<file path="config.mk">
export PLATFORM = sky130hd
export DESIGN_NAME = rgpl_lane
export DESIGN_NICKNAME = d
export VERILOG_FILES = /design/src/hdl/rgpl_pkg.sv /design/src/hdl/rgpl_lane.sv
export SDC_FILE = /design/constraint.sdc
export NUM_CORES = 1
export LEC_CHECK = 0
export BUFFER_PORTS_ARGS = -buffer_cell sky130_fd_sc_hd__clkbuf_2
export CELL_PAD_IN_SITES_DETAIL_PLACEMENT = 0
export CELL_PAD_IN_SITES_GLOBAL_PLACEMENT = 1
export CORE_UTILIZATION = 35
export DETAILED_ROUTE_END_ITERATION = 7
export PLACE_DENSITY_LB_ADDON = 0.1
export RECOVER_POWER = 25
export SKIP_CTS_REPAIR_TIMING = 1
export SYNTH_ARGS = -nofsm -noshare
export SYNTH_HDL_FRONTEND = slang
export SYNTH_SLANG_ARGS = --single-unit
</file>
<file path="constraint.sdc">
create_clock -name clk_i -period 3.8 [get_ports clk_i]
set_clock_uncertainty 0.05 [all_clocks]
set_input_delay 0.19 -clock clk_i [delete_from_list [all_inputs] [get_ports clk_i]]
set_output_delay 0.19 -clock clk_i [all_outputs]
set_load 0.05 [all_outputs]
</file>
<file path="src/hdl/rgpl_pkg.sv">
// Shared types and codes for the grid point locator.
`timescale 1ns / 1ps
package rgpl_pkg;

  localparam int unsigned COORD_W = 32;
  localparam int unsigned FRAC_W  = 16;
  localparam int unsigned CNT_W   = 12;
  localparam int unsigned DIVD_W  = COORD_W + FRAC_W;
  localparam int unsigned OUT_ID_W = 24;
  localparam int unsigned CFG_W   = 36;

  typedef enum logic [2:0] {
    ST_OK       = 3'd0,
    ST_OUTSIDE  = 3'd1,
    ST_EMPTY    = 3'd2,
    ST_BADCOUNT = 3'd3,
    ST_BEYOND   = 3'd4
  } status_e;

  typedef enum logic {
    CMD_LOAD   = 1'b0,
    CMD_LOCATE = 1'b1
  } cmd_e;

  typedef enum logic [2:0] {
    CFG_NUM_DIMS = 3'd0,
    CFG_COUNTS   = 3'd1,
    CFG_ORIGIN_X = 3'd2,
    CFG_ORIGIN_Y = 3'd3,
    CFG_ORIGIN_Z = 3'd4,
    CFG_SIZE_X   = 3'd5,
    CFG_SIZE_Y   = 3'd6,
    CFG_SIZE_Z   = 3'd7
  } cfg_idx_e;

  typedef enum logic [2:0] {
    S_CLR,
    S_IDLE,
    S_DIV,
    S_MUL1,
    S_MUL2,
    S_LOOK,
    S_FIN
  } state_e;

  // what one axis lane hands to the merge logic
  typedef struct packed {
    logic                busy;
    logic                neg;
    logic [COORD_W-1:0]  cnum;
    logic [FRAC_W-1:0]   frac;
  } lane_res_t;

endpackage

</file>
<file path="src/hdl/rgpl_lane.sv">
// One axis lane: offset from origin, then a radix-2 divide by the cell size.
`timescale 1ns / 1ps
module rgpl_lane
  import rgpl_pkg::*;
(
  input  logic               clk_i,
  input  logic               rst_ni,
  input  logic               start_i,
  input  logic [COORD_W-1:0] coord_i,
  input  logic [COORD_W-1:0] origin_i,
  input  logic [COORD_W-1:0] size_i,
  output lane_res_t          res_o
);

  localparam int unsigned STEP_W = $clog2(DIVD_W + 1);

  logic [STEP_W-1:0]  step_q, step_d;
  logic [DIVD_W-1:0]  shr_q, shr_d;
  logic [COORD_W-1:0] rem_q, rem_d;
  logic [COORD_W-1:0] div_q;
  logic               neg_q;
  logic [COORD_W:0]   off;
  logic [COORD_W:0]   trial;
  logic [COORD_W:0]   diff;

  assign off   = {coord_i[COORD_W-1], coord_i} - {origin_i[COORD_W-1], origin_i};
  assign trial = {rem_q, shr_q[DIVD_W-1]};
  assign diff  = trial - {1'b0, div_q};

  always_comb begin
    step_d = step_q;
    shr_d  = shr_q;
    rem_d  = rem_q;
    if (start_i) begin
      step_d = STEP_W'(DIVD_W);
      shr_d  = {off[COORD_W-1:0], {FRAC_W{1'b0}}};
      rem_d  = '0;
    end else if (step_q != '0) begin
      // shift the next dividend bit in, keep the quotient bit at the bottom
      step_d = step_q - 1'b1;
      if (!diff[COORD_W]) begin
        rem_d = diff[COORD_W-1:0];
        shr_d = {shr_q[DIVD_W-2:0], 1'b1};
      end else begin
        rem_d = trial[COORD_W-1:0];
        shr_d = {shr_q[DIVD_W-2:0], 1'b0};
      end
    end
  end

  always_ff @(posedge clk_i or negedge rst_ni) begin
    if (!rst_ni) begin
      step_q <= '0;
    end else begin
      step_q <= step_d;
    end
  end

  always_ff @(posedge clk_i) begin
    shr_q <= shr_d;
    rem_q <= rem_d;
    if (start_i) begin
      div_q <= size_i;
      neg_q <= off[COORD_W];
    end
  end

  assign res_o.busy = (step_q != '0);
  assign res_o.neg  = neg_q;
  assign res_o.cnum = shr_q[DIVD_W-1:FRAC_W];
  assign res_o.frac = shr_q[FRAC_W-1:0];

endmodule

</file>
==> results by group, run 1 <==
Critical path
  • Depth of the most critical reg-to-reg path: 13
  • Cells along the critical path: inv_1 > ha_1 > fa_1 > nor2b_1 > o31ai_1 > a21o_1 > o2bb2ai_2 > o2111a_2 > o21ai_2 > and3_2 > buf_4 > mux2i_1 > a211oi_1
  • FF-to-FF Start: shr_q[47]
  • Launching element type of the critical path: flop
  • Worst reg2reg endpoint: rem_q[30]
  • Setup slack on the worst flop-to-flop path: 0.47 ns
  • Worst setup endpoint: rem_q[30]
  • Type of the worst setup path: flop to flop
  • Critical path's top delay family: compound AO/OA/AOI/OAI gates
  • Slowest-stage cell, CP: fa_1
  • Type of element capturing the critical path: flop
  • Total stage count of the critical path: 13
  • Delay of the slowest cell on the worst path: 0.41 ns
  • Data required time of the worst path: 4.01 ns
  • Setup crit start: shr_q[47]
  • Buf+Inv Stages, Crit Path: 2
  • Top fanout value on the critical path: 18
  • CP Data Arrival Time: 3.54 ns

Synth
  • Synthesized area per cell: 8.76 um^2
  • Number of cells produced by synthesis: 941
  • Area of the mapped netlist: 8240 um^2
  • Top cell type's share of synthesized area: 23.7%
  • Synth top cells by count: 94 x nand2_1, 85 x inv_1, 77 x a21oi_1
  • Warning count from the yosys run: 0
  • Cell types occupying the most area after synthesis: edfxtp_1 24%, dfxtp_1 12%, ha_1 9.9%
  • Number of unique standard cell types used by synthesis: 72
  • Share of flip-flops with an asynchronous set or reset after synthesis: 5.04%
  • Number of enable-type register cells in the synthesized netlist: 65
  • Synth Register Bits: 119
  • Sequential cell area fraction in the yosys report: 37.2%
  • Cell type with the largest total area after synthesis: edfxtp_1
  • Post-synth net total: 1,107
  • Predominant post-synthesis flop cell: edfxtp_1
  • Dominant cell by count in the synthesized netlist: nand2_1

STA
  • Max Transition Viols Final: 38
  • Final count of negative-setup-slack endpoints: 0
  • Max-Slew Margin vs Limit: -22.1%
  • Worst Hold Slack: 0.149 ns
  • Peak clock frequency supported by timing: 0.300 GHz
  • Count of endpoints failing hold in the final timing report: 0
  • Share of the cycle needed by the critical path after routing: 87.7%
  • Minimum clock period after layout: 3.33 ns
  • Transition at the pin with the smallest max-transition slack: 1.83 ns
  • Setup repair after global routing missed its margin: false
  • Setup_tns: 0 ns

CTS
  • # clock sinks: 119
  • Clock-pin slew on the worst setup and hold paths: 0.07 ns
  • Maximum root-to-sink buffer count: 2
  • Clock tree from TritonCTS: done
  • CTS H-tree lvls: 4
  • Total clock buffers created by CTS: 17
  • Root buffer selected by CTS: clkbuf_16
  • Clock insertion delay at the later pin of the skew report: 0.42 ns

Floorplan
  • Die Ht: 155 um
  • Die Span X: 155 um
  • Initial core utilization: 36.1%
  • IO Pins: 149
  • Area of the core: 22,800 um^2
  • Area enclosed by the die boundary: 24,200 um^2
  • # rows: 55

Finish
  • Layout cells sized above 1: 16.7%
  • Area used by sequential logic in the layout: 3060 um^2
  • ANT cells: 0
  • Filler Cells Inserted: 2,373
  • Total area of multi-input combinational cells: 4660 um^2
  • End-of-flow core utilization: 44.6%
  • Area growth from synthesis to layout: 23.6%
  • Post-route design area: 10,200 um^2
  • Number of nets in the layout: 1,278

Placed design
  • Cell area after placement: 9270 um^2
  • HPWL after detailed placement: 16,000 um
  • Global placement routability congestion: 0.848
  • Total of buffers placed on input and output ports: 148

GRT
  • Largest net degree at the start of global routing: 69
  • Number of antenna violations at the first check in global routing: 0
  • Vias in the first global route: 6,925
  • First-pass GRT wire length: 35,000 um
  • Total Routing Usage GR: 18.2%
  • Total congestion overflow: 0

Detailed routing
  • Via total after detailed routing: 7,230
  • Highest Signal Layer: met4
  • Remaining antenna violation count: 0
  • Initial DRC Count: 400
  • Routed wire length on met3: 668 um
  • Sum of met2 wire segment lengths after detailed routing: 10,500 um
  • Residual DRC: 0
  • WL met1: 10,500 um
  • Routed via count divided by cell count: 5.03
  • 1st-pass router iterations: 5
  • WL/cell: 15.2 um
  • Drt total wl: 21,900 um

Status
  • Outcome: complete, but fails checks
  • Failing checks: max-capacitance violations, max-slew violations

Power and ir drop
  • Leak: 4.61 nW
  • Cell Pwr Density: 418 nW/um^2
  • Peak supply drop: 0.275 mV

Min path
  • Min-delay worst type: input port to asynchronous set/reset pin

Flow run
  • Max-Cap Viols: 1
==> logic make-up (layout without fill, tap and decap cells) <==
| logic type | count (synthesis) | after routing | share of synthesized area [%] |
|---|---|---|---|
| buf+inv | 126 | 310 | 6.40 |
| mux | 26 | 26 | 3.17 |
| simple gates | 262 | 262 | 14.7 |
| fa+ha+maj | 67 | 67 | 10.4 |
| compound gates | 291 | 291 | 22.9 |
| flops | 119 | 119 | 37.2 |
| xor+xnor | 50 | 50 | 5.31 |
==> how the worst min path moves through the flow <==
| stage | start | endpoint | slack (ns) | cells past startpoint |
|---|---|---|---|---|
| finish | rst_ni | step_q[2] | 0.15 | 2 |
| global route | rst_ni | step_q[1] | 0.17 | 2 |
| floorplan | rst_ni | step_q[0] | -0.16 | 0 |
| CTS | rst_ni | step_q[1] | -0.49 | 1 |
| global placement | rst_ni | step_q[3] | -0.02 | 1 |
| detailed placement | rst_ni | step_q[0] | -0.03 | 1 |
==> cell type report <==
type / count / share of cell area, %
multi-input cells: 696 / 45.8
flip-flops and latches: 119 / 30.1
inverters: 86 / 3.17
clock buffers: 19 / 4.67
clock inverters: 13 / 1.42
well taps: 313 / 3.84
repair buffers: 192 / 11.1
==> report_power, final <==
part	switching, mW	internal (mW)
combinational	0.660	0.360
clock	0.716	0.959
sequential	0.0713	1.49
total	1.45	2.81
==> layout by cell type (no fill, tap or decap), types with 25 or more instances in the layout <==
| cell | n |
|---|---|
| clkbuf_2 | 127 |
| nand2_1 | 94 |
| ha_1 | 65 |
| dfxtp_1 | 48 |
| mux2i_1 | 25 |
| edfxtp_1 | 65 |
| dlygate4sd3_1 | 33 |
| xor2_1 | 25 |
| xnor2_1 | 25 |
| a211oi_1 | 34 |
| a21o_1 | 30 |
| nor2_1 | 72 |
| inv_1 | 85 |
| a21oi_1 | 77 |
| o21ai_0 | 66 |
==> through the flow <==
stage | cells | total power, mW | worst slack [ns]
floorplan | 941 | 2.30 | 0.457
global placement | 1373 | 2.59 | 0.532
detailed placement | 1373 | 2.58 | 0.481
CTS | 1405 | 4.29 | 0.459
global route | 1438 | 4.46 | 0.251
finish | 1438 | 4.26 | 0.468
==> state kept, by name (all words and copies together) (netlist names) <==
signal,flops
shr_q,48
rem_q,32
step_q,6
div_q,32
neg_q,1
==> layer usage <==
layer	GRT usage [%]	vias to the layer above
met2	31.1	139
met5	0	-
met4	5.93	0
met3	3.15	21
li1	-	3754
met1	23.3	3316
Note: power is estimated with default switching activity, not from simulation.
==> run 2, diff against run 1 <==
--- a/config.mk
+++ b/config.mk
@@ -11,7 +11,7 @@
 export CORE_UTILIZATION = 35
 export DETAILED_ROUTE_END_ITERATION = 7
 export PLACE_DENSITY_LB_ADDON = 0.1
-export RECOVER_POWER = 25
+export RECOVER_POWER = 100
 export SKIP_CTS_REPAIR_TIMING = 1
 export SYNTH_ARGS = -nofsm -noshare
 export SYNTH_HDL_FRONTEND = slang
==> run 2 against run 1 <==
The flow still finishes with violations (max-capacitance violations, max-slew violations). Die area stayed put. Non-clock buffer count is the same. Routed wire length hardly changed. Clock power hardly changed. Critical path type unchanged. Highest routed layer unchanged.
==> results by group, run 2 (synthesis gave the netlist of run 1 again) <==
Critical path
  • Slowest-stage cell, CP: fa_1 (unchanged)
  • Worst reg2reg endpoint: rem_q[29] (was rem_q[30])
  • Type of the worst setup path: flop to flop (unchanged)
  • Critical path's top delay family: compound AO/OA/AOI/OAI gates (unchanged)
  • Data required time of the worst path: 4.07 ns (was 4.01 ns)
  • Setup crit start: shr_q[47] (unchanged)
  • Top fanout value on the critical path: 18 (unchanged)
  • Buf+Inv Stages, Crit Path: 2 (unchanged)
  • FF-to-FF Start: shr_q[47] (unchanged)
  • Launching element type of the critical path: flop (unchanged)
  • Cells along the critical path: inv_1 > ha_1 > fa_1 > nor2b_1 > o31ai_1 > a21o_1 > o2bb2ai_2 > o2111ai_1 > nand4_2 > and3_2 > buf_4 > or3_1 > a31oi_1 (was inv_1 > ha_1 > fa_1 > nor2b_1 > o31ai_1 > a21o_1 > o2bb2ai_2 > o2111a_2 > o21ai_2 > and3_2 > buf_4 > mux2i_1 > a211oi_1)
  • Setup slack on the worst flop-to-flop path: 0.37 ns (was 0.47 ns)
  • CP Data Arrival Time: 3.70 ns (was 3.54 ns)
  • Delay of the slowest cell on the worst path: 0.41 ns (about the same)
  • Type of element capturing the critical path: flop (unchanged)
  • Depth of the most critical reg-to-reg path: 13 (unchanged)

Detailed routing
  • Remaining antenna violation count: 0 (unchanged)
  • Residual DRC: 0 (unchanged)
  • WL/cell: 15.2 um (about the same)
  • Initial DRC Count: 395 (was 400)
  • Drt total wl: 21,900 um (about the same)
  • Routed via count divided by cell count: 5.02 (was 5.03)
  • Via total after detailed routing: 7,213 (was 7,230)
  • 1st-pass router iterations: 5 (unchanged)

CTS
  • Total clock buffers created by CTS: 17 (unchanged)
  • Clock-pin slew on the worst setup and hold paths: 0.07 ns (about the same)
  • Clock insertion delay at the later pin of the skew report: 0.42 ns (about the same)
  • CTS H-tree lvls: 4 (unchanged)
  • # clock sinks: 119 (unchanged)
  • Clock tree from TritonCTS: done (unchanged)
  • Maximum root-to-sink buffer count: 2 (unchanged)
  • Root buffer selected by CTS: clkbuf_16 (unchanged)

Finish
  • Register with the highest flop count: shr_q (unchanged)
  • Most used cells in the layout excluding fill and tap cells: 96 x clkbuf_2, 94 x nand2_1, 86 x inv_1 (was 127 x clkbuf_2, 94 x nand2_1, 85 x inv_1)
  • Number of nets in the layout: 1,278 (unchanged)
  • ANT cells: 0 (unchanged)
  • Max reg flops: 48 (unchanged)
  • Top Registers: shr_q: 48 flops, div_q: 32 flops, rem_q: 32 flops (unchanged)
  • Filler Cells Inserted: 2,393 (was 2,373)
  • Layout cells sized above 1: 13.4% (was 16.7%)
  • Commonest non-fill, non-tap cell in the layout: clkbuf_2 (unchanged)
  • Area growth from synthesis to layout: 22.9% (was 23.6%)

GRT
  • Total Routing Usage GR: 18.2% (unchanged)
  • Number of antenna violations at the first check in global routing: 0 (unchanged)
  • Largest net degree at the start of global routing: 69 (unchanged)
  • Vias in the first global route: 6,925 (unchanged)
  • Total congestion overflow: 0 (unchanged)
  • First-pass GRT wire length: 35,000 um (unchanged)

STA
  • Minimum clock period after layout: 3.43 ns (was 3.33 ns)
  • Setup repair after global routing missed its margin: false (unchanged)
  • Share of the cycle needed by the critical path after routing: 90.3% (was 87.7%)
  • Setup_tns: 0 ns (unchanged)
  • Final count of negative-setup-slack endpoints: 0 (unchanged)
  • Transition at the pin with the smallest max-transition slack: 1.83 ns (about the same)
  • Max Transition Viols Final: 187 (was 38)
  • Worst Slack Setup Final: 0.370 ns (was 0.468 ns)
  • Max-Slew Margin vs Limit: -22.1% (about the same)
  • Count of endpoints failing hold in the final timing report: 0 (unchanged)
  • Peak clock frequency supported by timing: 0.292 GHz (was 0.300 GHz)

Placed design
  • Global placement routability congestion: 0.848 (unchanged)
  • Placement Setup Slack: 0.481 ns (unchanged)
  • HPWL after detailed placement: 16,000 um (unchanged)
  • Total of buffers placed on input and output ports: 148 (unchanged)

Power and ir drop
  • Peak supply drop: 0.277 mV (was 0.275 mV)
  • Cell Pwr Density: 419 nW/um^2 (was 418 nW/um^2)
  • Post-layout power: 4.24 mW (was 4.26 mW)
  • Leak: 4.49 nW (was 4.61 nW)

Floorplan
  • IO Pins: 149 (unchanged)
  • Die Ht: 155 um (unchanged)
  • Initial core utilization: 36.1% (unchanged)
  • # rows: 55 (unchanged)
  • Area enclosed by the die boundary: 24,200 um^2 (unchanged)
  • Area of the core: 22,800 um^2 (unchanged)
  • Die Span X: 155 um (unchanged)

Status
  • Failing checks: max-capacitance violations, max-slew violations (unchanged)
  • Outcome: complete, but fails checks (unchanged)

Flow run
  • Max-Cap Viols: 4 (was 1)

Min path
  • Min-delay worst type: input port to asynchronous set/reset pin (unchanged)
-- run 2: worst max-delay path by stage --
stage	endpoint	slack, ns	depth (start not counted)
2_1_floorplan	rem_q[20]	0.46	14
3_3_place_gp	shr_q[46]	0.53	13
3_5_place_dp	rem_q[20]	0.48	13
4_1_cts	rem_q[26]	0.46	13
5_1_grt	rem_q[29]	0.15	13
6_report	rem_q[29]	0.37	13
-- run 2: final cells by class --
cell class / count / area (um^2) / share of cell area, %
clock buffers: 19 / 475 / 4.69
clock inverters: 13 / 145 / 1.43
inverters: 86 / 323 / 3.19
multi-input cells: 696 / 4650 / 45.9
flip-flops and latches: 119 / 3060 / 30.2
well taps: 313 / 392 / 3.87
repair buffers: 192 / 1080 / 10.6
-- run 2: worst register-to-register path: cells and delay by family (launching register included) --
kind / cells / cell delay, ns
AOI/OAI and AO/OA: 5 / 1.01
and+or+nand+nor: 4 / 1.00
adders and majority gates: 2 / 0.63
DFF: 1 / 0.37
buffers and inverters: 2 / 0.28
-- run 2: per-stage QoR --
step / hold slack [ns] / util (%) / std cells / instance area (um^2)
final: 0.150 / 44.3 / 1438 / 10100
after global routing: 0.167 / 44.3 / 1438 / 10100
after CTS: -0.488 / 43.3 / 1405 / 9890
after detailed placement: -0.0258 / 40.6 / 1373 / 9270
after global placement: -0.0196 / 40.6 / 1373 / 9270
after floorplan: -0.156 / - / 941 / 8240
-- run 2: power by group --
part / total (mW) / switching, mW / internal (mW)
clock: 1.68 / 0.719 / 0.959
combinational: 1.00 / 0.658 / 0.346
sequential: 1.56 / 0.0708 / 1.49
total: 4.24 / 1.45 / 2.80
-- run 2: layer usage --
metal,vias up,global-route usage (%),wire (um)
li1,3748,-,-
met4,0,5.93,302
met1,3300,23.3,10400
met2,143,31.1,10400
met5,-,0,0
met3,22,3.15,735
